$ cat src/assert_macros.svh
// ----------------------------------------------------------------------------
// Assertion macros
// Shorthand for clocked implication checks with an active-low reset.
// ----------------------------------------------------------------------------
`ifndef ASSERT_MACROS_SVH
`define ASSERT_MACROS_SVH

// same-cycle implication
`define ASSERT_IMPL(label, clk, rst_n, ante, cons) \
  label: assert property (@(posedge clk) disable iff (!rst_n) (ante) |-> (cons)) \
    else $error("implication check failed");

// next-cycle implication
`define ASSERT_NEXT(label, clk, rst_n, ante, cons) \
  label: assert property (@(posedge clk) disable iff (!rst_n) (ante) |=> (cons)) \
    else $error("next-cycle check failed");

`endif

$ cat src/fca_pkg.sv
// ----------------------------------------------------------------------------
// fca_pkg
// Types and constants shared by the FAT chain allocator modules.
// ----------------------------------------------------------------------------
package fca_pkg;

  localparam int THR_W        = 33;
  localparam int FIRST_USABLE = 3;

  localparam logic [15:0] ENTRY_FREE = 16'h0000;
  localparam logic [15:0] ENTRY_END  = 16'hFFFF;
  localparam logic [15:0] ENTRY_RSVD = 16'hFFFC;

  localparam logic [1:0] OP_ALLOC  = 2'd0;
  localparam logic [1:0] OP_EXTEND = 2'd1;
  localparam logic [1:0] OP_FREE   = 2'd2;
  localparam logic [1:0] OP_CHECK  = 2'd3;

  localparam logic [1:0] ST_OK     = 2'd0;
  localparam logic [1:0] ST_NOFREE = 2'd1;
  localparam logic [1:0] ST_LOOP   = 2'd2;
  localparam logic [1:0] ST_BAD    = 2'd3;

  typedef struct packed {
    logic [1:0]  op;
    logic [9:0]  head_block;
    logic [21:0] byte_size;
  } in_word_t;

  typedef struct packed {
    logic [9:0]  new_block_index;
    logic [10:0] chain_length;
    logic        needs_more;
    logic [10:0] free_left;
    logic [1:0]  status;
  } out_word_t;

  typedef struct packed {
    logic       clr_en;
    logic       load;
    logic       walk_init;
    logic       walk_en;
    logic       srch_init;
    logic       srch_en;
    logic       rd_head;
    logic       wr_link;
    logic       wr_end;
    logic       wr_free;
    logic       set_len;
    logic       set_st;
    logic [1:0] st_code;
    logic       out_load;
  } cmd_t;

  typedef struct packed {
    logic       clr_done;
    logic [1:0] op;
    logic       head_bad;
    logic       free_bad;
    logic       walk_end;
    logic       walk_bad;
    logic       walk_loop;
    logic       srch_hit;
    logic       srch_none;
    logic       blk_used;
    logic       out_busy;
  } sts_t;

endpackage

$ cat src/fca_ctrl.sv
// ----------------------------------------------------------------------------
// fca_ctrl
// Controller: sequences clearing, chain walks, free search and table writes.
// ----------------------------------------------------------------------------
module fca_ctrl (
  input  logic          clk_i,
  input  logic          rst_ni,
  input  logic          in_valid_i,
  input  fca_pkg::sts_t sts_i,
  output logic          in_stall_o,
  output fca_pkg::cmd_t cmd_o
);

  localparam logic [2:0] S_CLEAR    = 3'd0;
  localparam logic [2:0] S_IDLE     = 3'd1;
  localparam logic [2:0] S_DISP     = 3'd2;
  localparam logic [2:0] S_WALK     = 3'd3;
  localparam logic [2:0] S_SRCH     = 3'd4;
  localparam logic [2:0] S_WR_END   = 3'd5;
  localparam logic [2:0] S_FREE_CHK = 3'd6;
  localparam logic [2:0] S_FIN      = 3'd7;

  logic [2:0] state_q, state_d;

  assign in_stall_o = (state_q != S_IDLE);

  always_comb begin
    cmd_o   = '0;
    state_d = state_q;
    case (state_q)
      S_CLEAR: begin
        cmd_o.clr_en = 1'b1;
        if (sts_i.clr_done) begin
          state_d = S_IDLE;
        end
      end
      S_IDLE: begin
        if (in_valid_i) begin
          cmd_o.load = 1'b1;
          state_d    = S_DISP;
        end
      end
      S_DISP: begin
        case (sts_i.op)
          fca_pkg::OP_ALLOC: begin
            cmd_o.srch_init = 1'b1;
            state_d         = S_SRCH;
          end
          fca_pkg::OP_FREE: begin
            if (sts_i.free_bad) begin
              cmd_o.set_st  = 1'b1;
              cmd_o.st_code = fca_pkg::ST_BAD;
              state_d       = S_FIN;
            end else begin
              cmd_o.rd_head = 1'b1;
              state_d       = S_FREE_CHK;
            end
          end
          default: begin
            if (sts_i.head_bad) begin
              cmd_o.set_st  = 1'b1;
              cmd_o.st_code = fca_pkg::ST_BAD;
              state_d       = S_FIN;
            end else begin
              cmd_o.walk_init = 1'b1;
              state_d         = S_WALK;
            end
          end
        endcase
      end
      S_WALK: begin
        cmd_o.walk_en = 1'b1;
        if (sts_i.walk_end) begin
          if (sts_i.op == fca_pkg::OP_EXTEND) begin
            cmd_o.srch_init = 1'b1;
            state_d         = S_SRCH;
          end else begin
            cmd_o.set_len = 1'b1;
            state_d       = S_FIN;
          end
        end else if (sts_i.walk_bad) begin
          cmd_o.set_st  = 1'b1;
          cmd_o.st_code = fca_pkg::ST_BAD;
          state_d       = S_FIN;
        end else if (sts_i.walk_loop) begin
          cmd_o.set_st  = 1'b1;
          cmd_o.st_code = fca_pkg::ST_LOOP;
          state_d       = S_FIN;
        end
      end
      S_SRCH: begin
        cmd_o.srch_en = 1'b1;
        if (sts_i.srch_hit) begin
          cmd_o.wr_link = (sts_i.op == fca_pkg::OP_EXTEND);
          state_d       = S_WR_END;
        end else if (sts_i.srch_none) begin
          cmd_o.set_st  = 1'b1;
          cmd_o.st_code = fca_pkg::ST_NOFREE;
          state_d       = S_FIN;
        end
      end
      S_WR_END: begin
        cmd_o.wr_end = 1'b1;
        state_d      = S_FIN;
      end
      S_FREE_CHK: begin
        cmd_o.wr_free = sts_i.blk_used;
        state_d       = S_FIN;
      end
      S_FIN: begin
        if (!sts_i.out_busy) begin
          cmd_o.out_load = 1'b1;
          state_d        = S_IDLE;
        end
      end
      default: begin
        state_d = S_IDLE;
      end
    endcase
  end

  always_ff @(posedge clk_i or negedge rst_ni) begin
    if (!rst_ni) begin
      state_q <= S_CLEAR;
    end else begin
      state_q <= state_d;
    end
  end

endmodule

$ cat config.mk
export PLATFORM = sky130hd
export DESIGN_NAME = fca_ctrl
export DESIGN_NICKNAME = d
export VERILOG_FILES = /design/src/assert_macros.svh /design/src/fca_pkg.sv /design/src/fca_ctrl.sv
export SDC_FILE = /design/constraint.sdc
export NUM_CORES = 1
export LEC_CHECK = 0
export BUFFER_PORTS_ARGS = -buffer_cell sky130_fd_sc_hd__buf_4
export CORE_MARGIN = 2
export CORE_UTILIZATION = 36
export CTS_CLUSTER_SIZE = 30
export DETAILED_ROUTE_END_ITERATION = 10
export HOLD_SLACK_MARGIN = 0.02
export PLACE_DENSITY = 0.71
export SYNTH_ARGS = -nofsm -noshare
export SYNTH_HDL_FRONTEND = slang
export SYNTH_SLANG_ARGS = --single-unit
$ cat constraint.sdc
create_clock -name clk_i -period 1.3 [get_ports clk_i]
set_input_delay 0.13 -clock clk_i [delete_from_list [all_inputs] [get_ports clk_i]]
set_output_delay 0.13 -clock clk_i [all_outputs]
set_load 0.01 [all_outputs]
==> results of run 1 <==
-- through the flow --
step	hold slack, ns	instances	util, %	TNS [ns]
after floorplan	-0.166	61	-	-0.212
after global placement	-0.0803	118	64.7	-0.768
after detailed placement	-0.0803	118	64.7	-1.04
after CTS	0.186	129	79.1	-2.32
after global routing	0.233	131	83.7	-4.33
final	0.227	131	83.7	-3.42
-- cell type report --
type	count	area, um2	share of cell area, %
sequential	3	78.8	7.33
clock buffer	4	26.3	2.44
timing repair buffer	55	449	41.7
tap	15	18.8	1.74
inverter	4	22.5	2.09
multi-input combinational	50	480	44.7
-- final timing paths --
| check | to | slack [ns] | start |
|---|---|---|---|
| setup / recovery | cmd_o[3] | -0.29 | state_q[0] |
| min in group clk_i | state_q[1] | 0.31 | sts_i[6] |
| hold / removal | state_q[1] | 0.23 | rst_ni |
| setup reg to reg | state_q[0] | -0.28 | state_q[0] |
| hold reg to reg | state_q[2] | 0.84 | state_q[2] |
| max in group asynchronous | state_q[2] | 0.97 | rst_ni |
-- layout by cell type, fill, tap and decap left out, types with 3 or more instances in the layout --
cell and n:
nand2_1 6, buf_4 45, nor3_4 4, a21oi_2 3, clkbuf_4 3, buf_6 9, dfrtp_2 3
-- routing by layer --
metal / vias to the layer above / track usage [%] / part of all wire, %
li1: 347 / - / -
met1: 358 / 32.9 / 40
met2: 34 / 48.0 / 52
met3: 8 / 3.26 / 4.1
met4: 0 / 7.50 / 3.1
met5: - / 0 / 0
-- timing repair --
action / in CTS / in global routing
endpoints found under the hold margin: 3 / 0
resized for setup: 25 / 10
buffers inserted: 6 / 2
setup endpoints to repair: 19 / 19
pin swaps: 7 / 2
hold buffers: 1 / 0
-- where the power goes --
group | internal [mW] | switching (mW) | total (mW)
clock network | 0.115 | 0.0471 | 0.162
registers | 0.143 | 0.0973 | 0.241
logic | 0.847 | 0.779 | 1.63
-- logic make-up after synthesis --
group                  after synthesis
multiplexers                         1
AO/OA/AOI/OAI                       15
flip-flops                           3
AND/OR/NAND/NOR                     34
buffers and inverters                8
==> flow_summary.json, run 1 <==
{
  "num_vias": 747,
  "cp_num_buf_inv": 2,
  "max_stage_delay_ns": 0.46,
  "gr-total-overflow": 0,
  "synth_top_cells_by_count": "nand2_1 (6), nor3_1 (5), a21oi_1 (4)",
  "grt_pass1_vias": 645,
  "min_period_ns": 1.59,
  "wirelength_um": 2390,
  "required_ns": 1.17,
  "coreArea_um2": 1280,
  "vias_per_cell": 5.70,
  "synth_compound_area_share_pct": 25.6,
  "start_util_pct": 37.7,
  "worst_ep_arrival_time_ns": 1.46,
  "die_area_um2": 1650,
  "p_leak_nw": 0.498,
  "hpwl_um": 1280,
  "ant_nets": 0,
  "path_max_fanout": 7,
  "synth_ff_type": "dfrtp_1",
  "tightestPinTransition_ns": 0.372,
  "drc": 0,
  "cts_tree": "done",
  "htree_levels": 1,
  "synth_edf_count": 0,
  "port_buffers": 30,
  "synth_top_family_by_area": "simple AND/OR/NAND/NOR gates",
  "finClkSkew_ns": 0.00264,
  "finalCritPeriodShare_pct": 122,
  "syn2layout_area_growth_pct": 122,
  "drive_gt1_share_pct": 72.4,
  "crit_path_start_kind": "flip-flop",
  "cts.sinks": 3,
  "n_antenna_cell": 0,
  "setup_ws_ns": -0.291,
  "syn_area_um2": 484,
  "slowest_stage": "dfrtp_2",
  "path_delay_family": "flip-flops",
  "yosys_warnings": 0,
  "grt_max_degree": 11,
  "dr.pass1.iters": 4,
  "yosys.area_share.xor_xnor_pct": 0,
  "violations": "setup timing",
  "die_w_um": 40.7,
  "powerDensity_nw_per_um2": 1890,
  "relSlewSlack_pct": 75.1,
  "async_flop_share_pct": 100,
  "post-place-ws_ns": -0.181,
  "clk_path_buf_depth": 2,
  "ir_worst_vdd_mv": 1.19,
  "hold_viol": 0,
  "synth_top_area_share_pct": 15.5,
  "drv_cap": 0,
  "track_usage_pct": 26.7,
  "synthCells": 61,
  "yosys.area.top_type": "dfrtp_1",
  "wl_per_cell_um": 18.3,
  "layout.nets": 132,
  "setup_viol": 19,
  "cts_buffers": 3,
  "clk_transition_reported_paths_ns": 0.04,
  "die_h_um": 40.7,
  "yosys.area_share.simple_pct": 46.8,
  "drtIter0Drc": 31,
  "gp_congestion": 0.871,
  "synthesis.nets": 76,
  "antenna_found_initial": 0,
  "regMostFlops": "state_q",
  "crit_path_cell_trace": "nor4b_4, buf_4, a221o_1, buf_6",
  "synth_fa_ha_area_share_pct": 0,
  "top_regs": "state_q: 3 flops",
  "yosysMostFrequentCell": "nand2_1",
  "ys_types": 34,
  "num_rows": 13,
  "synth_mux_area_share_pct": 2.07,
  "finalMaxSlewViolations": 0,
  "hp-class": "input port to async pin",
  "grt_pass1_wl_um": 2950,
  "syn_avg_cell_area_um2": 7.94,
  "root_buffer": "clkbuf_4",
  "num_io_pins": 31,
  "fillers": 75,
  "largest_register_ff_count": 3,
  "rsz0062_at_grt": "true",
  "critPathCaptureType": "primary output",
  "clk_latency_ns": 0.23,
  "ys_ff_latch": 3,
  "yosysSeqAreaShare_pct": 15.5,
  "placed_cell_area_um2": 831,
  "report.power.total_mw": 2.03,
  "ys_top_cells_by_area": "dfrtp_1 (16%), nor3_1 (5.2%), nor4b_4 (4.9%), buf_6 (4.7%), nand2_1 (4.7%)",
  "r2r_cells": 5,
  "finalInstanceArea_um2": 1080,
  "criticalPathCategory": "flip-flop to primary output",
  "fmaxAchievable_mhz": 629,
  "run_status": "complete, but fails checks",
  "cp.depth": 4
}
(Power assumes the default switching activity.)
==> inputs of run 2 (changes only) <==
--- a/config.mk
+++ b/config.mk
@@ -5,9 +5,10 @@
 export SDC_FILE = /design/constraint.sdc
 export NUM_CORES = 1
 export LEC_CHECK = 0
+export ABC_AREA = 1
 export BUFFER_PORTS_ARGS = -buffer_cell sky130_fd_sc_hd__buf_4
 export CORE_MARGIN = 2
-export CORE_UTILIZATION = 36
+export CORE_UTILIZATION = 35
 export CTS_CLUSTER_SIZE = 30
 export DETAILED_ROUTE_END_ITERATION = 10
 export HOLD_SLACK_MARGIN = 0.02
==> run 2 against run 1 <==
The run still ends with setup timing left. Sequential power up 8.7%. Routed wire length shrank 26%. Non-clock buffer count fell by 6. Synthesized cell count grew 38%. Combinational power fell by 9.8%. Worst setup slack gained 0.088 ns. Flip-flop and latch count stayed put. Cell count increased by 14%. Die area fell by 3.0%. Critical endpoint is now cmd_o[1]. Largest power group unchanged. Highest routed layer unchanged.
==> flow_summary.json, run 2 <==
{
  "cts.sinks": 3,
  "gr-total-overflow": 0,
  "met3_usage_pct": 2.78,
  "finalCoreUtilization_pct": 81.4,
  "largest_register_ff_count": 3,
  "ys_top_cells_by_area": "nand2_1 (17%), dfrtp_1 (16%), nor2_1 (14%), nand3_1 (11%), inv_1 (11%)",
  "rsz0062_at_grt": "true",
  "relSlewSlack_pct": 83.9,
  "crit_start": "state_q[1]",
  "powerDensity_nw_per_um2": 2020,
  "fillers": 80,
  "die_h_um": 40.1,
  "finalCritPeriodShare_pct": 116,
  "p_leak_nw": 0.530,
  "crit_path_start_kind": "flip-flop",
  "global_route.usage.met2_pct": 38.3,
  "synth_edf_count": 0,
  "tightestPinTransition_ns": 0.240,
  "finalSetupTns_ns": -1.60,
  "port_buffers": 30,
  "fmaxAchievable_mhz": 665,
  "ys_ff_latch": 3,
  "synth_top_area_share_pct": 17.3,
  "yosysSeqAreaShare_pct": 16.5,
  "synthCells": 84,
  "num_vias": 743,
  "start_util_pct": 39.4,
  "report.power.total_mw": 1.90,
  "yosysMostFrequentCell": "nand2_1",
  "finalMaxSlewViolations": 0,
  "grt.busiest_layer": "met2",
  "coreArea_um2": 1160,
  "grt_util_met1_pct": 25.2,
  "seq_area_um2": 78.8,
  "syn_area_um2": 455,
  "num_rows": 12,
  "clk_latency_ns": 0.24,
  "num_io_pins": 31,
  "gp_congestion": 0.890,
  "finClkSkew_ns": 0.00477,
  "hold_viol": 0,
  "track_usage_pct": 21.6,
  "finalHoldWorstSlack_ns": 0.220,
  "root_buffer": "clkbuf_4",
  "layout_commonest_cell": "buf_4",
  "dr.pass1.iters": 4,
  "synth_ff_type": "dfrtp_1",
  "synthesis.nets": 99,
  "async_flop_share_pct": 100,
  "die_w_um": 40.1,
  "grt_pass1_wl_um": 2340,
  "drive_gt1_share_pct": 53.3,
  "yosys.area.top_type": "nand2_1",
  "vias_per_cell": 4.99,
  "path_max_fanout": 7,
  "required_ns": 1.17,
  "hpwl_um": 1140,
  "drc": 0,
  "criticalPathCategory": "flip-flop to primary output",
  "n_antenna_cell": 0,
  "cts_buffers": 3,
  "clk_transition_reported_paths_ns": 0.04,
  "regMostFlops": "state_q",
  "grt_pass1_vias": 592,
  "htree_levels": 1,
  "drtIter0Drc": 23,
  "ir_worst_vdd_mv": 1.06,
  "hp-class": "input port to async pin",
  "antenna_found_initial": 0,
  "r2r_cells": 10,
  "worst_ep_arrival_time_ns": 1.37,
  "run_status": "complete, but fails checks",
  "syn_avg_cell_area_um2": 5.42,
  "wl_per_cell_um": 12.0,
  "reg2reg_from": "state_q[1]",
  "clk_path_buf_depth": 2,
  "die_area_um2": 1610,
  "cts_tree": "done",
  "layout_common_cells": "buf_4 (45), nand2_1 (17), nor2_1 (15)",
  "min_period_ns": 1.50,
  "grt_max_degree": 8,
  "wirelength_um": 1780,
  "syn2layout_area_growth_pct": 107,
  "violations": "setup timing",
  "setup_ws_ns": -0.203,
  "layout.nets": 151,
  "critPathCaptureType": "primary output",
  "synth_top_cells_by_count": "nand2_1 (21), nor2_1 (17), inv_1 (13), nand3_1 (10), nor3_1 (4)",
  "ant_nets": 0,
  "setup_viol": 17,
  "yosys_warnings": 0,
  "drv_cap": 0,
  "multi_input_area_um2": 384,
  "ys_types": 17,
  "top_regs": "state_q: 3 flops"
}
run 2: repair_timing:
| action | in CTS | in global routing |
|---|---|---|
| hold buffers | 1 | 0 |
| buffers inserted | 5 | 5 |
| pin swaps | 2 | 4 |
| gates resized for setup | 10 | 16 |
| gates cloned | 0 | 0 |
| endpoints found under the hold margin | 3 | 0 |
| setup endpoints to repair | 16 | 19 |
run 2: worst paths after layout:
path	end	slack, ns
setup / recovery	cmd_o[1]	-0.20
hold / removal	state_q[0]	0.22
setup reg to reg	state_q[1]	-0.04
hold reg to reg	state_q[0]	0.63
min in group clk_i	state_q[2]	0.39
max in group asynchronous	state_q[2]	0.97
run 2: cell families after synthesis:
| kind of cell | Yosys count | synth area share (%) |
|---|---|---|
| AND/OR/NAND/NOR | 58 | 57.7 |
| buffers and inverters | 16 | 16.5 |
| AO/OA/AOI/OAI | 7 | 9.34 |
| flip-flops | 3 | 16.5 |
run 2: worst max-delay path, cell delays in order, from the launching register on:
cell     delay [ns]
dfrtp_2        0.46
nor2_1         0.17
nand2_1        0.13
o21a_1         0.21
nand2_1        0.06
buf_4          0.11
run 2: final cells by class:
cell class | count | share of cell area [%]
multi-input cells | 65 | 40.8
repair buffers | 49 | 40.6
flip-flops and latches | 3 | 8.38
inverters | 14 | 5.59
clock buffers | 4 | 2.79
well taps | 14 | 1.86
run 2: power by group:
part / switching [mW] / internal, mW
sequential: 0.104 / 0.158
combinational: 0.742 / 0.726
clock: 0.0521 / 0.115
total: 0.898 / 1.00
run 2: stage by stage:
step	setup slack, ns	std cells	area [um2]
6_report	-0.203	149	941
5_1_grt	-0.298	149	941
4_1_cts	-0.170	144	837
3_5_place_dp	-0.0186	134	736
3_3_place_gp	-0.00713	134	736
2_1_floorplan	0.0177	84	455
run 2: per-layer routing:
metal,wire length [um],vias up
met2,967,39
met1,683,330
met5,0,-
met4,24,0
met3,105,4
li1,-,370
